$ cat src/hdl/b64sd_pkg.sv
// shared types, constants and character mapping for the base64 stream decoder
`default_nettype none

package b64sd_pkg;

  localparam logic [6:0] PAD_CODE = 7'h7F;
  localparam logic [7:0] BAD_CODE = 8'hFF;

  localparam logic [6:0] CH_CR     = 7'h0D;
  localparam logic [6:0] CH_LF     = 7'h0A;
  localparam logic [6:0] CH_PLUS   = 7'h2B;
  localparam logic [6:0] CH_SLASH  = 7'h2F;
  localparam logic [6:0] CH_MINUS  = 7'h2D;
  localparam logic [6:0] CH_UNDER  = 7'h5F;
  localparam logic [6:0] CH_EQUALS = 7'h3D;
  localparam logic [6:0] CH_UPPER_A = 7'h41;
  localparam logic [6:0] CH_UPPER_Z = 7'h5A;
  localparam logic [6:0] CH_LOWER_A = 7'h61;
  localparam logic [6:0] CH_LOWER_Z = 7'h7A;
  localparam logic [6:0] CH_DIGIT_0 = 7'h30;
  localparam logic [6:0] CH_DIGIT_9 = 7'h39;

  localparam logic [1:0] ST_OK       = 2'd0;
  localparam logic [1:0] ST_BAD_CHAR = 2'd1;
  localparam logic [1:0] ST_BAD_PAD  = 2'd2;
  localparam logic [1:0] ST_LONE     = 2'd3;

  typedef struct packed {
    logic [7:0] byte_val;
    logic       is_data;
    logic [1:0] status;
    logic       last;
  } b64sd_res_t;

  // 6-bit code, pad code, or bad code for a 7-bit character
  function automatic logic [7:0] char_to_code(input logic [6:0] c, input logic url);
    logic [7:0] code;
    code = BAD_CODE;
    if (c >= CH_UPPER_A && c <= CH_UPPER_Z) begin
      code = {1'b0, c - CH_UPPER_A};
    end else if (c >= CH_LOWER_A && c <= CH_LOWER_Z) begin
      code = {1'b0, c - CH_LOWER_A + 7'd26};
    end else if (c >= CH_DIGIT_0 && c <= CH_DIGIT_9) begin
      code = {1'b0, c - CH_DIGIT_0 + 7'd52};
    end else if (c == CH_EQUALS) begin
      code = {1'b0, PAD_CODE};
    end else if (url) begin
      if (c == CH_MINUS) code = 8'd62;
      else if (c == CH_UNDER) code = 8'd63;
    end else begin
      if (c == CH_PLUS) code = 8'd62;
      else if (c == CH_SLASH) code = 8'd63;
    end
    return code;
  endfunction

endpackage

`default_nettype wire

$ cat src/hdl/base64_stream_decoder.sv
// top level of the base64 stream decoder: character decode and result queue
`default_nettype none

// Streaming base64 decoder, standard or url-safe alphabet.
// input channel: one character beat (in_char, in_end_of_string) per cycle,
//   accepted when in_valid is high and in_stall is low
// output channel: one result beat per cycle while out_stall is low, a data byte (out_is_data=1) or
//   the status that closes a string (out_is_data=0, out_last=1)
// cfg port: cfg_wr_en writes cfg_wr_data into url_r; write only when idle
// queueing: a character's results are written into the result queue registers
//   when it is accepted and leave from the queue head in order
// throughput: one character per cycle; a character makes up to four results
//   (three bytes and a status), drained one per cycle while out_stall is low
//   from an eight-entry result queue, so in_stall rises below four free entries
// the decode itself (group state update and byte packing) is combinational
//   logic between the input handshake and the queue registers
// reset: group count, drop flag, queue pointers and mode clear; held codes
//   need no reset since only codes written earlier in the group are read
// receiver stall: the queue holds its beats, fills, and then stalls the sender
module base64_stream_decoder
  import b64sd_pkg::*;
(
  input  wire logic       clk,
  input  wire logic       rst_n,
  input  wire logic       cfg_wr_en,
  input  wire logic       cfg_wr_data,
  input  wire logic       in_valid,
  output logic            in_stall,
  input  wire logic [7:0] in_char,
  input  wire logic       in_end_of_string,
  output logic            out_valid,
  input  wire logic       out_stall,
  output logic [7:0]      out_byte,
  output logic            out_is_data,
  output logic [1:0]      out_status,
  output logic            out_last
);

  localparam int QDepth = 8;
  localparam int QAw    = $clog2(QDepth);
  localparam int MaxRes = 4;

  // mode and group state
  logic            url_r;
  logic [6:0]      store_r [4];
  logic [1:0]      cnt_r, cnt_nxt;
  logic            drop_r, drop_nxt;

  // result queue
  b64sd_res_t      q_r [QDepth];
  logic [QAw-1:0]  wr_ptr_r, rd_ptr_r;
  logic [QAw:0]    q_cnt_r;

  logic            in_fire, out_fire;
  logic [7:0]      code;
  logic            skip, bad, store_en, full_grp;
  logic [6:0]      cur [4];
  logic [2:0]      n_left;
  logic [1:0]      st;
  logic [23:0]     packed_bits;
  logic [1:0]      nbytes;
  b64sd_res_t      res [MaxRes];
  logic [2:0]      nres;

  assign in_fire  = in_valid && !in_stall;
  assign out_fire = out_valid && !out_stall;
  assign in_stall = (q_cnt_r > (QAw+1)'(QDepth - MaxRes));

  assign code     = char_to_code(in_char[6:0], url_r);
  // high bytes and line breaks are simply skipped
  assign skip     = in_char[7] || (in_char[6:0] == CH_CR) || (in_char[6:0] == CH_LF);
  assign bad      = !skip && (code == BAD_CODE);
  assign store_en = !drop_r && !skip && !bad;
  assign full_grp = store_en && (cnt_r == 2'd3);

  // group as it stands with this character's code placed in its slot
  always_comb begin
    for (int i = 0; i < 4; i++) begin
      cur[i] = (store_en && cnt_r == 2'(i)) ? code[6:0] : store_r[i];
    end
  end

  // codes held after this character, counting a full group as four
  assign n_left = {1'b0, cnt_r} + {2'b0, store_en};

  always_comb begin
    logic [2:0] n;
    n           = 3'd0;
    st          = ST_OK;
    if (bad) begin
      st = ST_BAD_CHAR;
    end else if (full_grp) begin
      n = 3'd4;
      if (cur[0] == PAD_CODE || cur[1] == PAD_CODE) begin
        st = ST_BAD_PAD;
      end else if (cur[2] == PAD_CODE) begin
        if (cur[3] != PAD_CODE) st = ST_BAD_PAD;
        else n = 3'd2;
      end else if (cur[3] == PAD_CODE) begin
        n = 3'd3;
      end
    end else if (!drop_r && in_end_of_string && n_left != 3'd0) begin
      // short leftover group, no pad checks
      n = n_left;
      if (n == 3'd1) st = ST_LONE;
    end
    unique case (n)
      3'd2: begin
        packed_bits = {16'b0, cur[0][5:0], 2'b0} | {21'b0, cur[1][6:4]};
        nbytes      = 2'd1;
      end
      3'd3: begin
        packed_bits = {7'b0, cur[0], 10'b0} | {13'b0, cur[1], 4'b0}
                    | {19'b0, cur[2][6:2]};
        nbytes      = 2'd2;
      end
      3'd4: begin
        packed_bits = {cur[0][5:0], 18'b0} | {5'b0, cur[1], 12'b0}
                    | {11'b0, cur[2], 6'b0} | {17'b0, cur[3]};
        nbytes      = 2'd3;
      end
      default: begin
        packed_bits = '0;
        nbytes      = 2'd0;
      end
    endcase
  end

  // result list for this beat: bytes high first, then the closing status
  always_comb begin
    for (int i = 0; i < MaxRes; i++) begin
      res[i] = '{byte_val: 8'h00, is_data: 1'b0, status: ST_OK, last: 1'b1};
    end
    nres = 3'd0;
    if (!drop_r) begin
      if (st != ST_OK) begin
        res[0].status = st;
        nres          = 3'd1;
      end else begin
        for (int i = 0; i < 3; i++) begin
          if (2'(i) < nbytes) begin
            res[i].byte_val = packed_bits[8*(nbytes - 2'(i)) - 1 -: 8];
            res[i].is_data  = 1'b1;
            res[i].last     = 1'b0;
          end
        end
        nres = {1'b0, nbytes} + {2'b0, in_end_of_string};
      end
    end
  end

  always_comb begin
    cnt_nxt  = cnt_r;
    drop_nxt = drop_r;
    if (drop_r) begin
      if (in_end_of_string) begin
        drop_nxt = 1'b0;
        cnt_nxt  = 2'd0;
      end
    end else if (st != ST_OK) begin
      cnt_nxt  = 2'd0;
      drop_nxt = !in_end_of_string;
    end else if (in_end_of_string || full_grp) begin
      cnt_nxt = 2'd0;
    end else if (store_en) begin
      cnt_nxt = cnt_r + 2'd1;
    end
  end

  always_ff @(posedge clk) begin
    if (!rst_n) begin
      url_r    <= 1'b0;
      cnt_r    <= 2'd0;
      drop_r   <= 1'b0;
      wr_ptr_r <= '0;
      rd_ptr_r <= '0;
      q_cnt_r  <= '0;
    end else begin
      if (cfg_wr_en) url_r <= cfg_wr_data;
      if (in_fire) begin
        cnt_r    <= cnt_nxt;
        drop_r   <= drop_nxt;
        wr_ptr_r <= wr_ptr_r + QAw'(in_fire ? nres : 3'd0);
      end
      if (out_fire) rd_ptr_r <= rd_ptr_r + QAw'(1);
      q_cnt_r <= q_cnt_r + (QAw+1)'(in_fire ? nres : 3'd0) - (QAw+1)'(out_fire);
    end
  end

  // held codes and queue payload
  always_ff @(posedge clk) begin
    if (in_fire && store_en) store_r[cnt_r] <= code[6:0];
    if (in_fire) begin
      for (int i = 0; i < MaxRes; i++) begin
        if (3'(i) < nres) q_r[QAw'(wr_ptr_r + QAw'(i))] <= res[i];
      end
    end
  end

  assign out_valid   = (q_cnt_r != '0);
  assign out_byte    = q_r[rd_ptr_r].byte_val;
  assign out_is_data = q_r[rd_ptr_r].is_data;
  assign out_status  = q_r[rd_ptr_r].status;
  assign out_last    = q_r[rd_ptr_r].last;

  a_q_bound: assert property (@(posedge clk) disable iff (!rst_n)
    q_cnt_r <= (QAw+1)'(QDepth))
    else $error("result queue overflow");

  a_drop_clear: assert property (@(posedge clk) disable iff (!rst_n)
    (in_fire && in_end_of_string) |=> (!drop_r && cnt_r == 2'd0))
    else $error("string end left group state behind");

  a_data_ok: assert property (@(posedge clk) disable iff (!rst_n)
    (out_valid && out_is_data) |-> (out_status == ST_OK && !out_last))
    else $error("data beat with status or last");

  a_status_last: assert property (@(posedge clk) disable iff (!rst_n)
    (out_valid && !out_is_data) |-> (out_last && out_byte == 8'h00))
    else $error("status beat not closing a string");

endmodule

`default_nettype wire

$ cat config.mk
export PLATFORM = sky130hd
export DESIGN_NAME = base64_stream_decoder
export DESIGN_NICKNAME = d
export VERILOG_FILES = /design/src/hdl/b64sd_pkg.sv /design/src/hdl/base64_stream_decoder.sv
export SDC_FILE = /design/constraint.sdc
export NUM_CORES = 1
export LEC_CHECK = 0
export BUFFER_PORTS_ARGS = -buffer_cell sky130_fd_sc_hd__buf_2
export CORE_MARGIN = 2
export CORE_UTILIZATION = 40
export CTS_BUF_LIST = sky130_fd_sc_hd__clkbuf_8
export DETAILED_ROUTE_END_ITERATION = 8
export PLACE_DENSITY_LB_ADDON = 0.08
export SETUP_SLACK_MARGIN = 0.1
export SLEW_MARGIN = 20
export SYNTH_ARGS = -nofsm -noshare
export SYNTH_HDL_FRONTEND = slang
export SYNTH_SLANG_ARGS = --single-unit
$ cat constraint.sdc
create_clock -name clk -period 7.75 [get_ports clk]
set_input_delay 0 -clock clk [delete_from_list [all_inputs] [get_ports clk]]
set_output_delay 0 -clock clk [all_outputs]
set_load 0.01 [all_outputs]
Word level (Yosys, flattened, before mapping)
Memory sizes are Yosys's and may differ from the RTL's. A register that Yosys moved wholly into a read port is not among the register bits. Cells that the tools add are included.

Memories: 2. Bits of input ports: 15. Bits in writable memories: 124. Register bits after elaboration: 14. Output and inout bits: 14.

Add/sub/neg operators: 20. $lt $le $gt $ge: 14. Muxes and demuxes: 71. Bitwise logic cells: 6. Shifts and indexed selects: 3. Reduce and logical (&&, ||, !) cells: 31. Eq/ne operators: 21.

Memory list: q_r (words 8, bits a word 12, read ports 1, clocked after Yosys merged registers in 1, wr ports 4, RTL line base64_stream_decoder.sv:50) `b64sd_res_t q_r [QDepth];`; store_r (words 4, bits a word 7, read ports 4, clocked after Yosys merged registers in 0, wr ports 1, RTL line base64_stream_decoder.sv:45) `logic [6:0] store_r [4];`.

Operators by type and width (number): variable part select 31 x 33 -> 8 bit (3); 2-to-1 mux 8 bit (9); one-hot mux 24 bit (3 select lines) (1); 2-to-1 mux 3 bit (13); 2-to-1 mux 9 bit (4); == test 7 bit (second input constant) (5); 2-to-1 mux 10 bit (3); == test 7 x 6 -> 1 bit (second input constant) (4); 2-to-1 mux 7 bit (4); 2-to-1 mux 2 bit (13); bitwise OR 24 x 13 -> 24 bit (1); bitwise OR 24 x 19 -> 24 bit (1); bitwise OR 24 x 7 -> 24 bit (1); 2-to-1 mux 1 bit (22); 2-to-1 mux 21 bit (1); bitwise OR 17 x 11 -> 17 bit (1); bitwise OR 17 x 5 -> 17 bit (1); logical AND 1 bit (15); == test 7 x 4 -> 1 bit (second input constant) (2); >= comparator 7 bit (second input constant) (2); less-or-equal comparator 7 bit (second input constant) (2); subtractor 6 x 2 -> 7 bit (second input constant) (2); subtractor 7 bit (second input constant) (2); == test 8 bit (second input constant) (1); other kinds (36) (53).

Longest topological paths before layout
Gate-level depths: netlist (run 1).

Depth in word-level cells: 29. Depth in mapped cells: 29.

Worst setup path after synthesis (run 1)
Ideal clock, no wire load.

Path type: in2reg. Start point: in in_char[1]. End point: mem q_r[5][9] in the netlist's numbering. Setup time: 0.087 ns. Buffers on the path: 4. Data required time: 7.663 ns. Data arrival time: 5.383 ns. Slack: 2.280 ns. Stages: 27. Path through: buf_2 inv_1 ha_1 a211oi_2 nand2_1 o211a_1 nor3_1 nor2_1 ha_1 ha_1 nor2_1 nand2_1 o21ai_0 o31ai_4 buf_2 nand2_1 ha_1 ha_1 or3_1 a2111oi_1 o41ai_1 o21ai_2 buf_6 nor3_2 buf_6 o32a_1 a221oi_2.

RTL lines: start, declared (RTL line base64_stream_decoder.sv:29) `input wire logic [7:0] in_char,`; end, declared (RTL line base64_stream_decoder.sv:50).

==> results of run 1 <==
==> state kept, by name, indices dropped and copies added (netlist names), named ones only <==
signal / flops
q_r: 96
store_r: 28
q_cnt_r: 4
rd_ptr_r: 3
wr_ptr_r: 3
cnt_r: 2
drop_r: 1
url_r: 1
==> worst max path at each step <==
stage,to,startpoint
4_1_cts,q_r[5][5],in_char[2]
6_report,q_r[5][5],in_char[2]
3_3_place_gp,q_r[0][0],in_char[2]
3_5_place_dp,q_r[5][5],in_char[2]
2_1_floorplan,q_r[5][9],in_char[1]
5_1_grt,q_r[5][5],in_char[2]
==> cell type report <==
class                      count  area (sq um)  area share
multi-input combinational    892          6490       0.594
sequential                   141          3100       0.284
tap                          330           413      0.0378
timing repair buffer          56           363      0.0332
clock buffer                  18           248      0.0227
inverter                      42           158      0.0144
clock inverter                14           145      0.0133
==> kinds of logic after synthesis <==
kind of cell,Yosys count
flops,141
fa+ha+maj,31
compound gates,376
mux,71
xor+xnor,11
simple gates,403
buf+inv,117
==> placed cells by master (no fill, tap or decap), types with 19 or more instances in the layout <==
cell type  netlist  layout
buf_2           23      28
nand2_1        104     104
nand3_1         55      55
o21ai_0         48      48
mux2i_1         23      23
nor3_1          31      31
mux2_2          23      23
o21ai_1         20      19
ha_1            29      29
nand4_1         20      20
dfxtp_1        113     113
a21oi_1         80      80
edfxtp_1        28      28
mux4_2          24      24
nor2_1          81      81
inv_1           39      39
buf_4            8      23
==> per-layer routing <==
metal / track usage / part of all wire / routed length, um
met5: 0 / 0 / 0
met4: 0.0913 / 0.030 / 1160
met3: 0.0690 / 0.091 / 3490
met2: 0.435 / 0.43 / 16700
met1: 0.413 / 0.44 / 17000
==> metrics by stage <==
| stage | util | instances | area, sq um | hold WS, ps |
|---|---|---|---|---|
| after floorplan | - | 1150 | 10100 | 94.1 |
| after global placement | 0.419 | 1456 | 10500 | 251 |
| after detailed placement | 0.419 | 1456 | 10500 | 243 |
| after CTS | 0.437 | 1493 | 10900 | 51.0 |
| after global routing | 0.437 | 1493 | 10900 | 55.9 |
| final | 0.437 | 1493 | 10900 | 54.1 |
==> power by group through the flow <==
stage               Combinational [W]  Sequential (W)  Clock, W
floorplan                    0.000559        0.000900         0
global placement             0.000738        0.000938         0
detailed placement           0.000740        0.000938         0
CTS                          0.000745        0.000921  0.000635
global route                 0.000814        0.000934  0.000669
finish                       0.000744        0.000925  0.000630
==> worst min-delay path, stage by stage <==
cell     delay (ps)
buf_2           100
and2_1          240
nand2_1         110
a21oi_1          50
==> timing repair <==
item,4_1_cts,5_1_grt
hold buffers,5,0
endpoints found under the hold margin,11,0
buffers inserted,0,0
gates resized for setup,0,0
==> flow_metrics.env, run 1 <==
export IMPL_pre_cts_ws_ps=730
export IMPL_power_internal_w=0.00145
export IMPL_max_clock_path_buffers=2
export IMPL_drive_gt1_frac=0.174
export IMPL_synth_compound_area_share=0.281
export IMPL_globalRouteOverflowTotal=0
export IMPL_synth_simple_area_share=0.207
export IMPL_route_detailed_vias_per_inst=6.58
export IMPL_static_leakage_power_nw=3.84
export IMPL_synthesis_yosys_warnings=0
export IMPL_worstHoldPathCells=4
export IMPL_worst_r2r_endpoint="q_r[5][5]"
export IMPL_hold_path_class="in2reg"
export IMPL_crit_path_max_incr_delay_ps=490
export IMPL_place_gp_congestion=0.974
export IMPL_setup_tns_final_ps=0
export IMPL_syn2layout_area_growth_pct=8.01
export IMPL_grt_total_usage=0.291
export IMPL_fmaxAchievable_mhz=150
export IMPL_syn_mean_instance_area_sq_um=8.79
export IMPL_synthTopCellsByArea="dfxtp_1 22%, edfxtp_1 8.3%, mux4_2 5.3%"
export IMPL_synthCells=1150
export IMPL_p_switching_w=0.000852
export IMPL_antenna_violating_nets_left=0
export IMPL_comb_power_share=0.324
export IMPL_clock_tree_htree_level_count=4
export IMPL_routed_wl_um=38300
export IMPL_synth_xor_xnor_area_share=0.00953
export IMPL_period_minus_slack_ps=6650
export IMPL_buffer_ports_inserted=28
export IMPL_syn_area_sq_um=10100
export IMPL_cp_end_kind="register"
export IMPL_n_fill_cell=2541
export IMPL_wire_length_of_the_first_global_routing_pass_um=57700
export IMPL_relSlewSlack=0.197
export IMPL_die_height_um=163
export IMPL_critical_path_slowest_cell="nor3_1"
export IMPL_vias_after_detailed_routing=9826
export IMPL_worstPathMaxFanout=16
export IMPL_worst_hold_startpoint="in_valid"
export IMPL_place_hpwl_um=28400
export IMPL_critical_path_required_ps=8100
export IMPL_ys_seq_elements=141
export IMPL_crit_buf_inv=3
export IMPL_synth_edf_count=28
export IMPL_p_seq_frac=0.402
export IMPL_path_clk_slew_ps=90
export IMPL_clock_latency_ps=490
export IMPL_post_route_worst_setup_slack_ps=1100
export IMPL_synth_adder_area_share=0.0399
export IMPL_clkSinkCount=141
export IMPL_fin_total_pwr_w=0.00230
export IMPL_first_global_vias=9028
export IMPL_min_delay_worst_endpoint="wr_ptr_r[0]"
export IMPL_setup_worst_path_class="in2reg"
export IMPL_cellPowerDensity_nw_per_um2=211
export IMPL_floorplan_die_area_sq_um=26600
export IMPL_min_period_over_period=0.858
export IMPL_post_synth_mux_area_share=0.103
export IMPL_design_portCount=29
export IMPL_power_switching_share=0.370
export IMPL_r2r_cells=22
export IMPL_cts_made_buffers=17
export IMPL_critical_path_cell_count=25
export IMPL_synth_most_common_cell="dfxtp_1"
export IMPL_outcome="finished, final reports clean"
export IMPL_finalNetCount=1196
export IMPL_synth_flop_cell="dfxtp_1"
export IMPL_dominant_combinational_cell_family_by_area_after_synthesis="compound AO/OA/AOI/OAI gates"
export IMPL_die_w_um=163
export IMPL_yosys_cell_types_count=114
export IMPL_power_frac_clock=0.274
export IMPL_synth_nets=1196
export IMPL_crit_reg2reg_launch="url_r"
export IMPL_route_detailed_wl_per_inst_um=25.7
export IMPL_vdd_ir_drop_max_uv=153
export IMPL_number_of_antenna_violations_at_the_first_check_in_global_routing=1
export IMPL_worst_setup_path_start_kind="input port"
export IMPL_placementRows=58
export IMPL_critPathArrivalTime_ps=7000
export IMPL_report_final_setup_viol=0
export IMPL_synth_seq_area_share=0.307
export IMPL_synthTopCellsByCount="113 x dfxtp_1, 104 x nand2_1, 81 x nor2_1"
export IMPL_async_flop_share=0
export IMPL_core_region_area_sq_um=25000
export IMPL_initial_utilization=0.405
export IMPL_grt_max_degree=28
export IMPL_route_detailed_drc=0
export IMPL_first_iter_violations=1276
export IMPL_critPathMostFrequentCell="ha_1"
export IMPL_drt_pass1_iter_count=6
export IMPL_report_final_hold_viol_count=0
export IMPL_synth_top_cell_area_share=0.224
export IMPL_worst_r2r_setup_slack_ps=1190
export IMPL_num_antenna_cells=0
export IMPL_netlist_top_cell_by_area="dfxtp_1"
export IMPL_tritoncts="yes"
export IMPL_timing_worst_slew_pin_value_ps=1200
export IMPL_critical_path_top_delay_family="compound AO/OA/AOI/OAI gates"
export IMPL_setup_repair_after_global_routing_missed_its_margin="no"
export IMPL_finalMaxSlewViolations=0
export IMPL_root_buffer="clkbuf_8"
export IMPL_final_setup_skew_ps=16.1
export IMPL_max_cap_violations=0
(Power assumes the default switching activity.)
==> inputs of run 2 (changes only) <==
CTS_CLUSTER_DIAMETER = 40   (was default)
clock period = 6.1 ns   (was 7.75 ns; I/O delays follow)
==> run 2 against run 1 <==
Hold slack improved by 32 ps; count of clock-buffer cells in the layout decreased by 1; final cell count grew 1.6%; critical path depth is 5 lower; first-iteration DRC count is 10% lower; worst setup slack got worse by 490 ps; largest cell class unchanged.
==> flow_metrics.env, run 2 (synthesis results as in run 1) <==
export IMPL_finalMaxSlewViolations=0
export IMPL_worstHoldPathCells=4
export IMPL_num_antenna_cells=0
export IMPL_grt_max_degree=25
export IMPL_wire_length_of_the_first_global_routing_pass_um=57700
export IMPL_period_minus_slack_ps=5490
export IMPL_r2r_cells=20
export IMPL_drt_pass1_iter_count=6
export IMPL_grt_busiest_layer="met1"
export IMPL_buffer_ports_inserted=28
export IMPL_critical_path_required_ps=6460
export IMPL_n_fill_cell=2504
export IMPL_route_detailed_vias_per_inst=6.40
export IMPL_largest_reg_flops=96
export IMPL_die_w_um=163
export IMPL_most_common_library_cell_in_the_layout_ignoring_fill_and_taps="dfxtp_1"
export IMPL_critical_path_slowest_cell="o21ai_0"
export IMPL_path_clk_slew_ps=100
export IMPL_design_portCount=29
export IMPL_critical_path_top_delay_family="compound AO/OA/AOI/OAI gates"
export IMPL_use_met2=0.427
export IMPL_route_detailed_drc=0
export IMPL_critPathArrivalTime_ps=5850
export IMPL_vdd_ir_drop_max_uv=173
export IMPL_placementRows=58
export IMPL_report_final_setup_viol=0
export IMPL_grt_total_usage=0.288
export IMPL_clkSinkCount=141
export IMPL_hold_path_class="in2reg"
export IMPL_timing_critical_path_cells="o31a_1, o31ai_1, nor3_1, nor2_1, ha_1, nand2b_1, nor2_1, nand2_1, o21ai_0, buf_4, o31ai_4, nand2_1, ha_1, ha_1, o21ai_0, nor4_1, o21ai_1, nand3_2, o21ai_0, a21oi_1"
export IMPL_relSlewSlack=0.249
export IMPL_final_setup_skew_ps=20.8
export IMPL_report_final_hold_viol_count=0
export IMPL_worstPathMaxFanout=17
export IMPL_number_of_antenna_violations_at_the_first_check_in_global_routing=1
export IMPL_place_hpwl_um=28500
export IMPL_cellPowerDensity_nw_per_um2=269
export IMPL_tritoncts="yes"
export IMPL_globalRouteOverflowTotal=0
export IMPL_antenna_violating_nets_left=0
export IMPL_first_global_vias=9110
export IMPL_outcome="finished, final reports clean"
export IMPL_drive_gt1_frac=0.189
export IMPL_first_iter_violations=1146
export IMPL_clock_tree_htree_level_count=4
export IMPL_fin_util=0.446
export IMPL_vias_after_detailed_routing=9714
export IMPL_regMostFlops="q_r"
export IMPL_route_detailed_wl_per_inst_um=25.0
export IMPL_setup_repair_after_global_routing_missed_its_margin="no"
export IMPL_finalNetCount=1220
export IMPL_mostFrequentLayoutCells="113 x dfxtp_1, 104 x nand2_1, 81 x nor2_1, 80 x a21oi_1, 55 x nand3_1"
export IMPL_core_region_area_sq_um=25000
export IMPL_root_buffer="clkbuf_8"
export IMPL_routed_wl_um=37900
export IMPL_die_height_um=163
export IMPL_critical_path_cell_count=20
export IMPL_cts_made_buffers=17
export IMPL_floorplan_die_area_sq_um=26600
export IMPL_crit_path_max_incr_delay_ps=620
export IMPL_initial_utilization=0.405
export IMPL_crit_buf_inv=1
export IMPL_clock_latency_ps=480
export IMPL_setup_worst_path_class="reg2reg"
export IMPL_crit_start="url_r"
export IMPL_worst_r2r_setup_slack_ps=610
export IMPL_fmaxAchievable_mhz=182
export IMPL_crit_reg2reg_launch="url_r"
export IMPL_max_clock_path_buffers=2
export IMPL_static_leakage_power_nw=3.98
export IMPL_cp_endpoint="q_r[3][7]"
export IMPL_gr_usage_met1=0.428
export IMPL_worst_r2r_endpoint="q_r[3][7]"
export IMPL_top_regs="q_r: 96 flops, store_r: 28 flops, q_cnt_r: 4 flops"
export IMPL_worst_setup_path_start_kind="register"
export IMPL_timing_worst_slew_pin_value_ps=1130
export IMPL_syn2layout_area_growth_pct=10.1
export IMPL_setup_tns_final_ps=0
export IMPL_cp_end_kind="register"
export IMPL_place_gp_congestion=0.931
export IMPL_grt_util_met3=0.0446
export IMPL_max_cap_violations=0
export IMPL_min_period_over_period=0.900
## run 2: worst register-to-register path, cell delays in order (launching register included)
cell and delay [ps]:
dfxtp_1 360, o31a_1 320, o31ai_1 390, nor3_1 140, nor2_1 270, ha_1 300, nand2b_1 170, nor2_1 130
nand2_1 90, o21ai_0 150, buf_4 150, o31ai_4 70, nand2_1 130, ha_1 160, ha_1 270, o21ai_0 620
nor4_1 170, o21ai_1 460, nand3_2 570, o21ai_0 390, a21oi_1 60
## run 2: repair_timing
item / in CTS / in global routing
setup buffers: 0 / 4
resized for setup: 0 / 1
endpoints found under the hold margin: 13 / 0
hold buffers: 5 / 0
setup endpoints to repair: 0 / 47
## run 2: layout make-up
class / count / area (sq um) / share of cell area
Clock buffer: 17 / 234 / 0.0210
Sequential cell: 141 / 3100 / 0.279
Inverter: 42 / 158 / 0.0142
Clock inverter: 15 / 185 / 0.0166
Timing Repair Buffer: 80 / 543 / 0.0488
Multi-Input combinational cell: 892 / 6490 / 0.583
Tap cell: 330 / 413 / 0.0371
## run 2: where the power goes
part	total [W]	leakage (nW)	internal, W	switching, W
Clock	0.000847	0.220	0.000412	0.000435
Sequential	0.00116	1.17	0.00108	0.0000833
Combinational	0.000977	2.59	0.000429	0.000548
Total	0.00299	3.98	0.00192	0.00107
## run 2: metal layers
layer  vias up  wire (um)
met5         -          0
met4         0       1040
met3        68       2820
met2       465      16400
met1      4695      17600
li1       4486          -
## run 2: stage by stage
step	setup slack [ps]	power, W	area (sq um)	cells	hold WS (ps)
6_report	608	0.00299	11100	1517	86.5
5_1_grt	111	0.00315	11100	1517	129
4_1_cts	433	0.00298	11100	1513	73.6
3_5_place_dp	188	0.00214	10600	1476	248
3_3_place_gp	367	0.00214	10600	1476	230
2_1_floorplan	630	0.00185	10100	1150	94.1
## run 2: worst min-delay path by stage
stage | from | endpoint | slack [ps]
after CTS | in_valid | wr_ptr_r[1] | 70
after global placement | cfg_wr_data | url_r | 230
after global routing | in_valid | wr_ptr_r[0] | 130
after detailed placement | cfg_wr_data | url_r | 250
final | in_valid | wr_ptr_r[1] | 90
after floorplan | in_end_of_string | drop_r | 90
==> inputs of run 3 (changes only) <==
CORE_MARGIN = default   (was 2)
==> run 3 against run 2 <==
Design area down 0.28%; sequential power about the same; clock power down 7.0%; clock skew down 4.5 ps; largest cell class unchanged; highest routed layer unchanged.
==> flow_metrics.env, run 3 (synthesis results as in run 1) <==
export IMPL_antenna_violating_nets_left=0
export IMPL_cts_made_buffers=17
export IMPL_drive_gt1_frac=0.189
export IMPL_regMostFlops="q_r"
export IMPL_globalRouteOverflowTotal=0
export IMPL_report_final_setup_viol=0
export IMPL_fmaxAchievable_mhz=178
export IMPL_design_portCount=29
export IMPL_top_regs="q_r: 96 flops, store_r: 28 flops, q_cnt_r: 4 flops"
export IMPL_first_global_vias=9281
export IMPL_worst_hold_startpoint="in_valid"
export IMPL_hold_worst_slack_ps=86.1
export IMPL_worst_setup_path_start_kind="register"
export IMPL_vdd_ir_drop_max_uv=221
export IMPL_cellPowerDensity_nw_per_um2=264
export IMPL_worstPathMaxFanout=15
export IMPL_clock_latency_ps=460
export IMPL_place_gp_congestion=0.923
export IMPL_vias_after_detailed_routing=9692
export IMPL_min_period_over_period=0.922
export IMPL_critical_path_required_ps=6460
export IMPL_core_region_area_sq_um=24500
export IMPL_worst_r2r_setup_slack_ps=470
export IMPL_max_clock_path_buffers=2
export IMPL_gr_usage_met1=0.424
export IMPL_initial_utilization=0.412
export IMPL_outcome="finished, final reports clean"
export IMPL_critPathArrivalTime_ps=5990
export IMPL_largest_reg_flops=96
export IMPL_most_common_library_cell_in_the_layout_ignoring_fill_and_taps="dfxtp_1"
export IMPL_number_of_antenna_violations_at_the_first_check_in_global_routing=0
export IMPL_setup_tns_final_ps=0
export IMPL_wire_length_of_the_first_global_routing_pass_um=57200
export IMPL_worstHoldPathCells=5
export IMPL_max_cap_violations=0
export IMPL_route_detailed_wl_per_inst_um=24.2
export IMPL_route_detailed_drc=0
export IMPL_mostFrequentLayoutCells="113 x dfxtp_1, 104 x nand2_1, 81 x nor2_1, 80 x a21oi_1, 55 x nand3_1"
export IMPL_place_hpwl_um=27700
export IMPL_grt_max_degree=46
export IMPL_setup_repair_after_global_routing_missed_its_margin="no"
export IMPL_post_route_worst_setup_slack_ps=473
export IMPL_static_leakage_power_nw=3.96
export IMPL_grt_busiest_layer="met2"
export IMPL_placementRows=57
export IMPL_route_detailed_vias_per_inst=6.42
export IMPL_final_setup_skew_ps=16.3
export IMPL_cp_end_kind="register"
export IMPL_root_buffer="clkbuf_8"
export IMPL_num_antenna_cells=0
export IMPL_path_clk_slew_ps=100
export IMPL_crit_reg2reg_launch="url_r"
export IMPL_buffer_ports_inserted=28
export IMPL_tritoncts="yes"
export IMPL_syn2layout_area_growth_pct=9.74
export IMPL_grt_util_met3=0.0426
export IMPL_r2r_cells=21
export IMPL_min_delay_worst_endpoint="wr_ptr_r[0]"
export IMPL_worst_r2r_endpoint="q_r[1][3]"
export IMPL_finalMaxSlewViolations=0
export IMPL_hold_path_class="in2reg"
export IMPL_drt_pass1_iter_count=6
export IMPL_pre_cts_ws_ps=100
export IMPL_routed_wl_um=36500
export IMPL_period_minus_slack_ps=5630
export IMPL_finalNetCount=1219
export IMPL_setup_worst_path_class="reg2reg"
export IMPL_post_cts_resized=0
export IMPL_use_met2=0.434
export IMPL_clkSinkCount=141
export IMPL_grt_total_usage=0.288
export IMPL_die_height_um=161
export IMPL_report_final_hold_viol_count=0
export IMPL_die_w_um=161
export IMPL_relSlewSlack=0.242
export IMPL_first_iter_violations=1115
export IMPL_timing_worst_slew_pin_value_ps=1130
export IMPL_floorplan_die_area_sq_um=25900
export IMPL_clock_tree_htree_level_count=4
[run 3: worst max-delay path by stage]
stage                           from         end  slack [ps]
after floorplan           in_char[1]   q_r[5][9]         630
after global placement    in_char[1]  q_r[6][11]         230
after detailed placement  in_char[1]   q_r[1][3]         100
after CTS                      url_r  q_r[6][11]         410
after global routing           url_r  q_r[1][11]         150
final                          url_r   q_r[1][3]         470
[run 3: per-stage QoR]
step,total power (W),instance area [sq um],utilization,instances
3_3_place_gp,0.00213,10600,0.433,1471
6_report,0.00293,11100,0.452,1510
4_1_cts,0.00292,11100,0.451,1508
3_5_place_dp,0.00214,10600,0.433,1471
2_1_floorplan,0.00185,10100,-,1150
5_1_grt,0.00308,11100,0.452,1510
[run 3: area by class of cell]
cell class | count | area (sq um)
clock buffers | 18 | 248
clock inverters | 14 | 146
fillers | 2480 | 13400
inverters | 42 | 158
multi-input cells | 892 | 6480
flip-flops and latches | 141 | 3100
well taps | 324 | 405
repair buffers | 79 | 548
[run 3: worst max-delay path: stages (launching register included)]
cell and delay (ps):
dfxtp_1 350, o31a_1 320, o31ai_1 330, nor3_1 130
nor2_1 180, ha_1 190, ha_1 260, nor2_1 150
nand2_1 80, o21ai_0 430, o31ai_4 140, buf_4 220
nand2_1 110, ha_1 290, or3_1 370, a2111oi_1 410
o41ai_1 170, o21ai_2 220, buf_12 150, or3_1 290
o21ai_1 350, o221a_2 400
[run 3: layer usage]
| layer | share of wire | vias to the layer above |
|---|---|---|
| li1 | - | 4488 |
| met1 | 0.48 | 4721 |
| met2 | 0.43 | 419 |
| met3 | 0.066 | 64 |
| met4 | 0.023 | 0 |
| met5 | 0 | - |
[run 3: report_power, final]
group | internal, W | switching [W] | leakage (nW)
Clock | 0.000349 | 0.000439 | 0.205
Sequential | 0.00108 | 0.0000735 | 1.17
Combinational | 0.000435 | 0.000548 | 2.58
Total | 0.00187 | 0.00106 | 3.96
[run 3: timing repair]
action / 4_1_cts / 5_1_grt
setup endpoints to repair: 0 / 45
hold buffers: 5 / 0
hold endpoints to repair: 11 / 0
setup buffers: 0 / 2
